===== src/rtl/core/gal_pkg.sv =====
// Shared widths and constants for the gcd and lcm unit.
package gal_pkg;

  // Operand width used by the arithmetic (range 4 to 32).
  localparam int DATA_WIDTH = 16;

  // Widths of the item fields on the ports.
  localparam int IN_W  = 16;
  localparam int GCD_W = 16;
  localparam int LCM_W = 32;

  // Operands are the low OP_W bits of a 16-bit field: DATA_WIDTH, capped at IN_W.
  localparam int OP_W   = (DATA_WIDTH < IN_W) ? DATA_WIDTH : IN_W;
  localparam int PROD_W = 2 * OP_W;
  localparam int CNT_W  = $clog2(OP_W + 1);

endpackage


===== src/rtl/core/gal_gcd.sv =====
// Binary (shift and subtract) gcd engine, one step per cycle.
module gal_gcd (
  input  logic                  clk,
  input  logic                  rst,
  input  logic                  start,
  input  logic [gal_pkg::OP_W-1:0] a_in,
  input  logic [gal_pkg::OP_W-1:0] b_in,
  output logic                  done,
  output logic [gal_pkg::OP_W-1:0] gcd
);
  import gal_pkg::*;

  logic            busy;
  logic [OP_W-1:0] a;
  logic [OP_W-1:0] b;
  logic [CNT_W-1:0] k;
  logic [OP_W-1:0] a_next;
  logic [OP_W-1:0] b_next;
  logic [CNT_W-1:0] k_next;
  logic            finish;

  // Finish once either working value has dropped to zero.
  assign finish = (a == '0) || (b == '0);

  // Pick one step: common factor of two, single halving, or subtract.
  always_comb begin
    a_next = a;
    b_next = b;
    k_next = k;
    if (!a[0] && !b[0]) begin
      a_next = a >> 1;
      b_next = b >> 1;
      k_next = k + CNT_W'(1);
    end else if (!a[0]) begin
      a_next = a >> 1;
    end else if (!b[0]) begin
      b_next = b >> 1;
    end else if (a >= b) begin
      a_next = a - b;
    end else begin
      b_next = b - a;
    end
  end

  // Hold the working values and advance one step a cycle.
  always_ff @(posedge clk) begin
    if (rst) begin
      busy <= 1'b0;
      done <= 1'b0;
    end else begin
      done <= !start && busy && finish;
      if (start) begin
        busy <= 1'b1;
      end else if (busy && finish) begin
        busy <= 1'b0;
      end
    end
    if (start) begin
      a <= a_in;
      b <= b_in;
      k <= '0;
    end else if (busy && !finish) begin
      a <= a_next;
      b <= b_next;
      k <= k_next;
    end else if (busy && finish) begin
      gcd <= OP_W'((a | b) << k);
    end
  end

endmodule


===== src/rtl/core/gal_div.sv =====
// Restoring divider, one quotient bit per cycle.
module gal_div (
  input  logic                  clk,
  input  logic                  rst,
  input  logic                  start,
  input  logic [gal_pkg::OP_W-1:0] dividend,
  input  logic [gal_pkg::OP_W-1:0] divisor,
  output logic                  done,
  output logic [gal_pkg::OP_W-1:0] quotient
);
  import gal_pkg::*;

  logic             busy;
  logic [CNT_W-1:0] cnt;
  logic [OP_W:0]    rem;
  logic [OP_W-1:0]  dvs;
  logic [OP_W:0]    rem_sh;
  logic [OP_W:0]    diff;
  logic             fits;

  // Bring down the next dividend bit and try the subtraction.
  assign rem_sh = {rem[OP_W-1:0], quotient[OP_W-1]};
  assign diff   = rem_sh - {1'b0, dvs};
  assign fits   = rem_sh >= {1'b0, dvs};

  always_ff @(posedge clk) begin
    if (rst) begin
      busy <= 1'b0;
      done <= 1'b0;
      cnt  <= '0;
    end else begin
      done <= !start && busy && (cnt == CNT_W'(1));
      if (start) begin
        busy <= 1'b1;
        cnt  <= CNT_W'(OP_W);
      end else if (busy) begin
        cnt <= cnt - CNT_W'(1);
        if (cnt == CNT_W'(1)) begin
          busy <= 1'b0;
        end
      end
    end
    if (start) begin
      rem      <= '0;
      dvs      <= divisor;
      quotient <= dividend;
    end else if (busy) begin
      rem      <= fits ? diff : rem_sh;
      quotient <= {quotient[OP_W-2:0], fits};
    end
  end

endmodule


===== src/rtl/core/gcd_and_lcm_unit_core.sv =====
// Top level of the gcd and lcm unit: sequencer, product step and output register.
//
// Usage: an item on the input channel (in_valid/in_ready) carries two
// unsigned 16-bit operands, first_value and second_value. Each item gives
// exactly one item on the output channel (out_valid/out_ready): gcd_value,
// lcm_value and zero_operand. When either operand is zero, zero_operand is
// 1 and both results are 0.
// One item is worked on at a time; in_ready is high only while idle.
// Steps: a zero operand goes straight to the hold state and the output
// register. Otherwise the binary gcd engine runs its shift and subtract
// steps, data dependent in number; the restoring divider then divides
// the smaller operand by the gcd, the quotient is multiplied by the larger
// operand in S_MUL, and the result is loaded into the output register.
// The output register lets the core take a new item while a result waits;
// if the receiver stalls, the next result waits in the sequencer and
// in_ready stays low until the output register frees up.
// Reset (rst, synchronous) clears the sequencer and drops out_valid.
module gcd_and_lcm_unit_core (
  input  logic                     clk,
  input  logic                     rst,
  input  logic                     in_valid,
  output logic                     in_ready,
  input  logic [gal_pkg::IN_W-1:0] first_value,
  input  logic [gal_pkg::IN_W-1:0] second_value,
  output logic                     out_valid,
  input  logic                     out_ready,
  output logic [gal_pkg::GCD_W-1:0] gcd_value,
  output logic [gal_pkg::LCM_W-1:0] lcm_value,
  output logic                     zero_operand
);
  import gal_pkg::*;

  typedef enum logic [2:0] {
    S_IDLE,
    S_GCD,
    S_DIV,
    S_MUL,
    S_HOLD
  } state_t;

  state_t          state;
  logic [OP_W-1:0] a_op;
  logic [OP_W-1:0] b_op;
  logic [OP_W-1:0] lo_op;
  logic [OP_W-1:0] hi_op;
  logic [OP_W-1:0] lo;
  logic [OP_W-1:0] hi;
  logic            accept;
  logic            has_zero;
  logic            gcd_start;
  logic            gcd_done;
  logic [OP_W-1:0] gcd_res;
  logic            div_done;
  logic [OP_W-1:0] quo;
  logic [GCD_W-1:0] res_gcd;
  logic [LCM_W-1:0] res_lcm;
  logic            res_zero;
  logic [PROD_W-1:0] prod;
  logic            out_free;
  logic            out_load;

  // Mask operands to the working width and order them.
  assign a_op     = first_value[OP_W-1:0];
  assign b_op     = second_value[OP_W-1:0];
  assign lo_op    = (a_op > b_op) ? b_op : a_op;
  assign hi_op    = (a_op > b_op) ? a_op : b_op;
  assign has_zero = (a_op == '0) || (b_op == '0);

  assign in_ready  = (state == S_IDLE);
  assign accept    = in_valid && in_ready;
  assign gcd_start = accept && !has_zero;
  assign out_free  = !out_valid || out_ready;
  assign out_load  = (state == S_HOLD) && out_free;
  assign prod      = quo * hi;

  gal_gcd u_gcd (
    .clk   (clk),
    .rst   (rst),
    .start (gcd_start),
    .a_in  (hi_op),
    .b_in  (lo_op),
    .done  (gcd_done),
    .gcd   (gcd_res)
  );

  gal_div u_div (
    .clk      (clk),
    .rst      (rst),
    .start    (gcd_done),
    .dividend (lo),
    .divisor  (gcd_res),
    .done     (div_done),
    .quotient (quo)
  );

  // Sequence the item through gcd, divide and multiply, then hand it off.
  always_ff @(posedge clk) begin
    if (rst) begin
      state     <= S_IDLE;
      out_valid <= 1'b0;
    end else begin
      // Raise valid on a load, drop it once the item is taken.
      if (out_load) begin
        out_valid <= 1'b1;
      end else if (out_valid && out_ready) begin
        out_valid <= 1'b0;
      end
      unique case (state)
        S_IDLE: begin
          if (accept) begin
            lo <= lo_op;
            hi <= hi_op;
            if (has_zero) begin
              res_gcd  <= '0;
              res_lcm  <= '0;
              res_zero <= 1'b1;
              state    <= S_HOLD;
            end else begin
              res_zero <= 1'b0;
              state    <= S_GCD;
            end
          end
        end
        S_GCD: begin
          if (gcd_done) begin
            res_gcd <= GCD_W'(gcd_res);
            state   <= S_DIV;
          end
        end
        S_DIV: begin
          if (div_done) begin
            state <= S_MUL;
          end
        end
        S_MUL: begin
          res_lcm <= LCM_W'(prod);
          state   <= S_HOLD;
        end
        S_HOLD: begin
          if (out_free) begin
            gcd_value    <= res_gcd;
            lcm_value    <= res_lcm;
            zero_operand <= res_zero;
            state        <= S_IDLE;
          end
        end
        default: begin
          state <= S_IDLE;
        end
      endcase
    end
  end

endmodule

===== config.mk =====
export PLATFORM = sky130hd
export DESIGN_NAME = gcd_and_lcm_unit_core
export DESIGN_NICKNAME = d
export VERILOG_FILES = /design/src/rtl/core/gal_pkg.sv /design/src/rtl/core/gal_gcd.sv /design/src/rtl/core/gal_div.sv /design/src/rtl/core/gcd_and_lcm_unit_core.sv
export SDC_FILE = /design/constraint.sdc
export NUM_CORES = 1
export LEC_CHECK = 0
export BUFFER_PORTS_ARGS = -buffer_cell sky130_fd_sc_hd__buf_2
export CAP_MARGIN = 25
export CORE_UTILIZATION = 60
export CTS_BUF_LIST = sky130_fd_sc_hd__clkbuf_8
export DETAILED_ROUTE_END_ITERATION = 10
export GPL_TIMING_DRIVEN = 0
export PLACE_DENSITY = 0.86
export SYNTH_ARGS = -nofsm -noshare
export SYNTH_HDL_FRONTEND = slang
export SYNTH_SLANG_ARGS = --single-unit

===== constraint.sdc =====
create_clock -name clk -period 7.35 [get_ports clk]
set_input_delay 1.1025 -clock clk [delete_from_list [all_inputs] [get_ports clk]]
set_output_delay 1.1025 -clock clk [all_outputs]
set_load 0.02 [all_outputs]

==> impl_metrics.ini, run 1 <==
[global_route]
track_usage = 0.307
use_met2 = 0.481
grt_start_max_net_pins = 34
grt_pass1_vias = 16884
grt_pass1_wl_um = 88000
grt_overflow = 0
antenna_found_initial = 2
busiest_layer = met2
met3_usage = 0.0664
grt_use_met1 = 0.411

[floorplan]
die_x_um = 193
core_mm2 = 0.0357
row_count = 69
ioPinCount = 87
start_util = 0.612
dieArea_mm2 = 0.0372
die_height_um = 193

[setup_path]
cp-end-kind = flip-flop
crit_required_ps = 7640
max_stage_delay_ps = 550
worst-path-max-fanout = 10
cpMostUsedCell = fa_1
worst_setup_path_start_kind = flip-flop
cp_cell_sequence = clkbuf_1, and2_1, fa_1, inv_1, fa_1, fa_1, fa_1, inv_1, fa_1, inv_1, fa_1, inv_1, ha_1, nand3_1, or4b_1, nand3_1, nand3_1, a21oi_1, o22ai_1, xnor2_2, nor2_1
critPathTopFamily = adder cells
cp_num_buf_inv = 5
crit_type = reg -> reg
crit_arrival_ps = 7340
crit_path_top_delay_cell = clkbuf_1

[clock_network]
clk_latency_ps = 580
clock-sinks = 244
cts_made_buffers = 41
cts_tree = yes
cts_setup_buffers = 0
htreeDepth = 2
clockBufferDepth = 3
cts-root-buf = clkbuf_8
clk_pin_slew_ps = 60

[sta]
rsz0062_at_grt = no
final-setup-viol-count = 0
maxSlewViolCount = 0
finClkSkew_ps = 37.2
fin_crit_ps = 7050
worst_pin_slew_ps = 895
fmaxAchievable_mhz = 142
hold_violations = 0
relSlewSlack = 0.402
finalSetupTns_ps = 0
period_share = 0.959

[power]
power_uw = 7760
p_per_area_mw_per_mm2 = 326
ir_worst_vdd_mv = 0.389
leakage_uw = 0.0106

[routing]
wl_um = 55100
wl_per_cell_um = 19.8
num_vias = 16662
drtAntennaViolNets = 0
route.detailed.drc = 20
first_pass_iters = 8
drtIter0Drc = 1638
vias_per_cell = 5.99

[synthesis]
yosysSeqAreaShare = 0.320
ys_seq_elements = 244
synth_flop_cell = edfxtp_1
synth_cell_types = 89
avgSynthCellArea_um2 = 10.2
synth_edf_count = 210
syn-cell-area_mm2 = 0.0219
syn_inst = 2153
synth_warnings = 0
ys_async_sr_fraction = 0
syn_nets = 2572

[final_layout]
multi_input_area_mm2 = 0.0133
nets = 2710
drive_gt1_frac = 0.120
n_fill_cell = 2760
register_area_mm2 = 0.00699
syn2layout_area_growth_pct = 8.83
top_regs = lcm_value x32, res_lcm x32

[outcome]
status = finished with violations
violations = design-rule violations

[job]
cap_viol_max_count = 0

[worst_hold_path]
hold_class = reg -> reg

[place]
numPortBuffers = 85
dpl.hpwl_um = 43700
gp_congestion = 0.999
where the power goes:
group	switching [uW]	total [uW]	internal, uW	leakage (uW)
Sequential	118	1750	1630	0.00218
Combinational	2980	4840	1860	0.00792
Clock	553	1170	614	0.000459
final timing paths:
check / from / end / slack, ps / cells after the start
max: u_div.quotient[4] / res_lcm[31] / 300 / 21
min: res_lcm[25] / lcm_value[25] / 420 / 0
max reg2reg: u_div.quotient[4] / res_lcm[31] / 300 / 21
min reg2reg: res_lcm[25] / lcm_value[25] / 420 / 0
cell usage in the layout, fill, tap and decap left out, types with 43 or more instances in the layout:
cell type	synthesis	final
ha_1	186	186
a21oi_1	103	103
mux2_2	50	50
nand2_1	216	216
edfxtp_1	210	210
xnor2_1	44	43
and2_1	147	147
fa_1	197	197
inv_1	316	332
clkbuf_8	0	46
o21ai_0	49	47
nor2_1	111	110
clkbuf_1	68	61
buf_2	11	96
cell families (layout without fill, tap and decap cells):
kind of cell | Yosys count | count (layout) | synth area share
fa+ha+maj | 383 | 383 | 0.287
mux | 78 | 78 | 0.0392
xor+xnor | 67 | 67 | 0.0268
flops | 244 | 244 | 0.320
simple gates | 631 | 631 | 0.144
compound gates | 342 | 342 | 0.111
other cells | 0 | 2 | 0
buf+inv | 408 | 575 | 0.0725
per-layer routing:
metal  wire [um]  vias to the layer above
met4        2310                        2
met5           9                        -
met1       21900                     8085
met3        5590                      166
li1            -                     7529
met2       25300                      880
area by class of cell:
type / count / share of cell area
inverters: 319 / 0.0503
clock buffers: 46 / 0.0266
diodes: 2 / 0.000210
flip-flops and latches: 244 / 0.294
repair buffers: 95 / 0.0220
multi-input cells: 1501 / 0.560
well taps: 461 / 0.0242
clock inverters: 26 / 0.00642
plain buffers: 89 / 0.0166
cells in the mapped netlist, types with 6 or more instances:
master,instances,area share
inv_1,316,0.054
a2bb2oi_2,10,0.0069
or2_2,6,0.0017
fa_1,197,0.18
and2_1,147,0.042
clkbuf_1,68,0.012
nor2_1,111,0.019
a21o_1,31,0.011
nor3_1,23,0.0053
nor2b_1,14,0.0040
mux2_2,50,0.026
o21ai_0,49,0.011
a21oi_1,103,0.024
o21a_1,8,0.0027
o211ai_1,11,0.0038
edfxtp_1,210,0.29
ha_1,186,0.11
buf_2,11,0.0025
dfxtp_1,34,0.031
nor4_1,21,0.0060
nand3_1,25,0.0057
o21ai_1,6,0.0014
o221a_2,6,0.0031
o21bai_1,17,0.0058
nand2b_1,7,0.0020
nor3b_1,8,0.0027
a31oi_1,10,0.0029
a2bb2oi_1,11,0.0044
xor2_1,23,0.0092
a211oi_1,16,0.0055
buf_4,6,0.0021
or3_1,9,0.0026
mux2i_1,27,0.012
nand4_1,15,0.0043
xnor2_1,44,0.018
nand2_1,216,0.037
metrics by stage:
step	instances	hold slack, ps	setup WS (ps)	cell area, um2	utilization
after floorplan	2153	400	1330	21900	-
after global placement	2699	400	387	22900	0.640
after detailed placement	2709	405	339	23000	0.643
after CTS	2781	418	308	23800	0.665
after global routing	2782	424	142	23800	0.666
final	2783	417	303	23800	0.666
what timing repair did:
item / in CTS / in global routing
endpoints found under the setup margin: 0 / 1
endpoints found under the hold margin: 0 / 0
hold buffers: 0 / 0
resized for setup: 0 / 15
Note: power is estimated with default switching activity, not from simulation.
==> run 2, diff against run 1 <==
Settings changed: MAX_ROUTING_LAYER set to met4.
==> run 2 against run 1 <==
  * The flow still finishes with violations (design-rule violations)
  * Clock-buffer cell count decreased by 1
  * Power fell by 0.48%
  * Sequential power about the same
  * Critical path depth unchanged
  * Routed wire length about the same
  * Largest cell class unchanged
  * Largest power group unchanged
==> impl_metrics.ini, run 2 (synthesis gave the netlist of run 1 again) <==
[power]
p_per_area_mw_per_mm2 = 325
ir_worst_vdd_mv = 0.476
power_uw = 7720
leakage_uw = 0.0105

[global_route]
grt_use_met1 = 0.425
use_met2 = 0.472
track_usage = 0.312
antenna_found_initial = 1
grt_start_max_net_pins = 34
met3_usage = 0.0469
busiest_layer = met2
grt_overflow = 0
grt_pass1_vias = 16286
grt_pass1_wl_um = 86300

[outcome]
violations = design-rule violations
status = finished with violations

[final_layout]
nets = 2709
register_area_mm2 = 0.00699
syn2layout_area_growth_pct = 8.70
top_regs = lcm_value x32, res_lcm x32
layout_common_cells = 326 x inv_1, 216 x nand2_1, 210 x edfxtp_1
layout_commonest_cell = inv_1
multi_input_area_mm2 = 0.0133
n_fill_cell = 2764
drive_gt1_frac = 0.120

[setup_path]
crit_type = reg -> reg
cp-end-kind = flip-flop
worst_setup_path_start_kind = flip-flop
timing.rr.end = res_lcm[31]
reg2reg_from = u_div.quotient[4]
ff2ff_path_depth = 21
rrSetupSlack_ps = 250
crit_arrival_ps = 7410
worst-path-max-fanout = 10
crit_required_ps = 7660

[sta]
hold_violations = 0
relSlewSlack = 0.402
fmaxAchievable_mhz = 141
final-setup-viol-count = 0
period_share = 0.967
finalSetupTns_ps = 0
finClkSkew_ps = 37.9
rsz0062_at_grt = no
worst_pin_slew_ps = 895
fin_crit_ps = 7100
maxSlewViolCount = 0

[routing]
num_vias = 16642
route.detailed.drc = 20
drtIter0Drc = 1573
wl_um = 55100
first_pass_iters = 8
drtAntennaViolNets = 0
vias_per_cell = 5.98
wl_per_cell_um = 19.8

[floorplan]
row_count = 69
die_height_um = 193
core_mm2 = 0.0357
die_x_um = 193
start_util = 0.612
dieArea_mm2 = 0.0372
ioPinCount = 87

[clock_network]
hold_buffers = 0
clockBufferDepth = 3
cts_tree = yes
cts_made_buffers = 40
cts_setup_buffers = 0
cts-root-buf = clkbuf_8
clk_pin_slew_ps = 60
clock-sinks = 244
clk_latency_ps = 610
htreeDepth = 2

[place]
gp_congestion = 1.01
dpl.hpwl_um = 43700
numPortBuffers = 85

[worst_hold_path]
hold_start = res_lcm[16]
hold_path_end = lcm_value[16]
whs_path_depth = 0
hold_class = reg -> reg

[job]
cap_viol_max_count = 0
==> run 2: timing repair <==
| action | 4_1_cts | 5_1_grt |
|---|---|---|
| endpoints found under the hold margin | 0 | 0 |
| setup endpoints to repair | 0 | 1 |
| gates resized for setup | 0 | 15 |
==> run 2: how the worst max path moves through the flow <==
stage                       start     endpoint  cells after the start
2_1_floorplan               hi[7]  res_lcm[30]                     22
3_3_place_gp   u_div.quotient[10]  res_lcm[31]                     20
3_5_place_dp   u_div.quotient[10]  res_lcm[31]                     20
4_1_cts        u_div.quotient[10]  res_lcm[31]                     20
5_1_grt        u_div.quotient[10]  res_lcm[31]                     20
6_report        u_div.quotient[4]  res_lcm[31]                     21
==> run 2: where the power goes <==
| part | switching (uW) | total, uW | internal, uW |
|---|---|---|---|
| sequential | 119 | 1750 | 1630 |
| clock | 565 | 1130 | 570 |
| combinational | 2970 | 4840 | 1870 |
| total | 3650 | 7720 | 4060 |
==> run 2: final cells by class <==
type / count / area share
sequential: 244 / 0.294
multi-input combinational: 1501 / 0.561
clock buffer: 45 / 0.0261
clock inverter: 27 / 0.00574
antenna: 1 / 0.000105
timing repair buffer: 95 / 0.0222
inverter: 319 / 0.0504
buffer: 89 / 0.0166
tap: 461 / 0.0243
==> run 2: worst max-delay path: stages (launching register included) <==
cell and delay (ps):
edfxtp_1 530, clkbuf_1 570, and2_1 240, fa_1 420
inv_1 80, fa_1 430, fa_1 430, fa_1 510
inv_1 60, fa_1 530, inv_1 50, fa_1 470
inv_1 40, ha_1 370, nand3_1 110, or4b_1 510
nand3_1 210, nand3_1 230, a21oi_1 380, o22ai_1 200
xnor2_2 330, nor2_1 80
==> run 2: stage by stage <==
step | hold WS (ps) | cell area, um2 | setup WS, ps | instances | util
floorplan | 400 | 21900 | 1330 | 2153 | -
global placement | 401 | 22900 | 350 | 2699 | 0.640
detailed placement | 405 | 23000 | 128 | 2709 | 0.643
CTS | 416 | 23700 | 111 | 2781 | 0.664
global route | 419 | 23800 | 80.2 | 2781 | 0.665
finish | 413 | 23800 | 246 | 2782 | 0.665
==> run 2: routing by layer <==
layer  share of wire  vias to the layer above
met4           0.035                        0
met1            0.41                     8143
li1                -                     7526
met5               0                        -
met2            0.45                      842
met3           0.096                      131
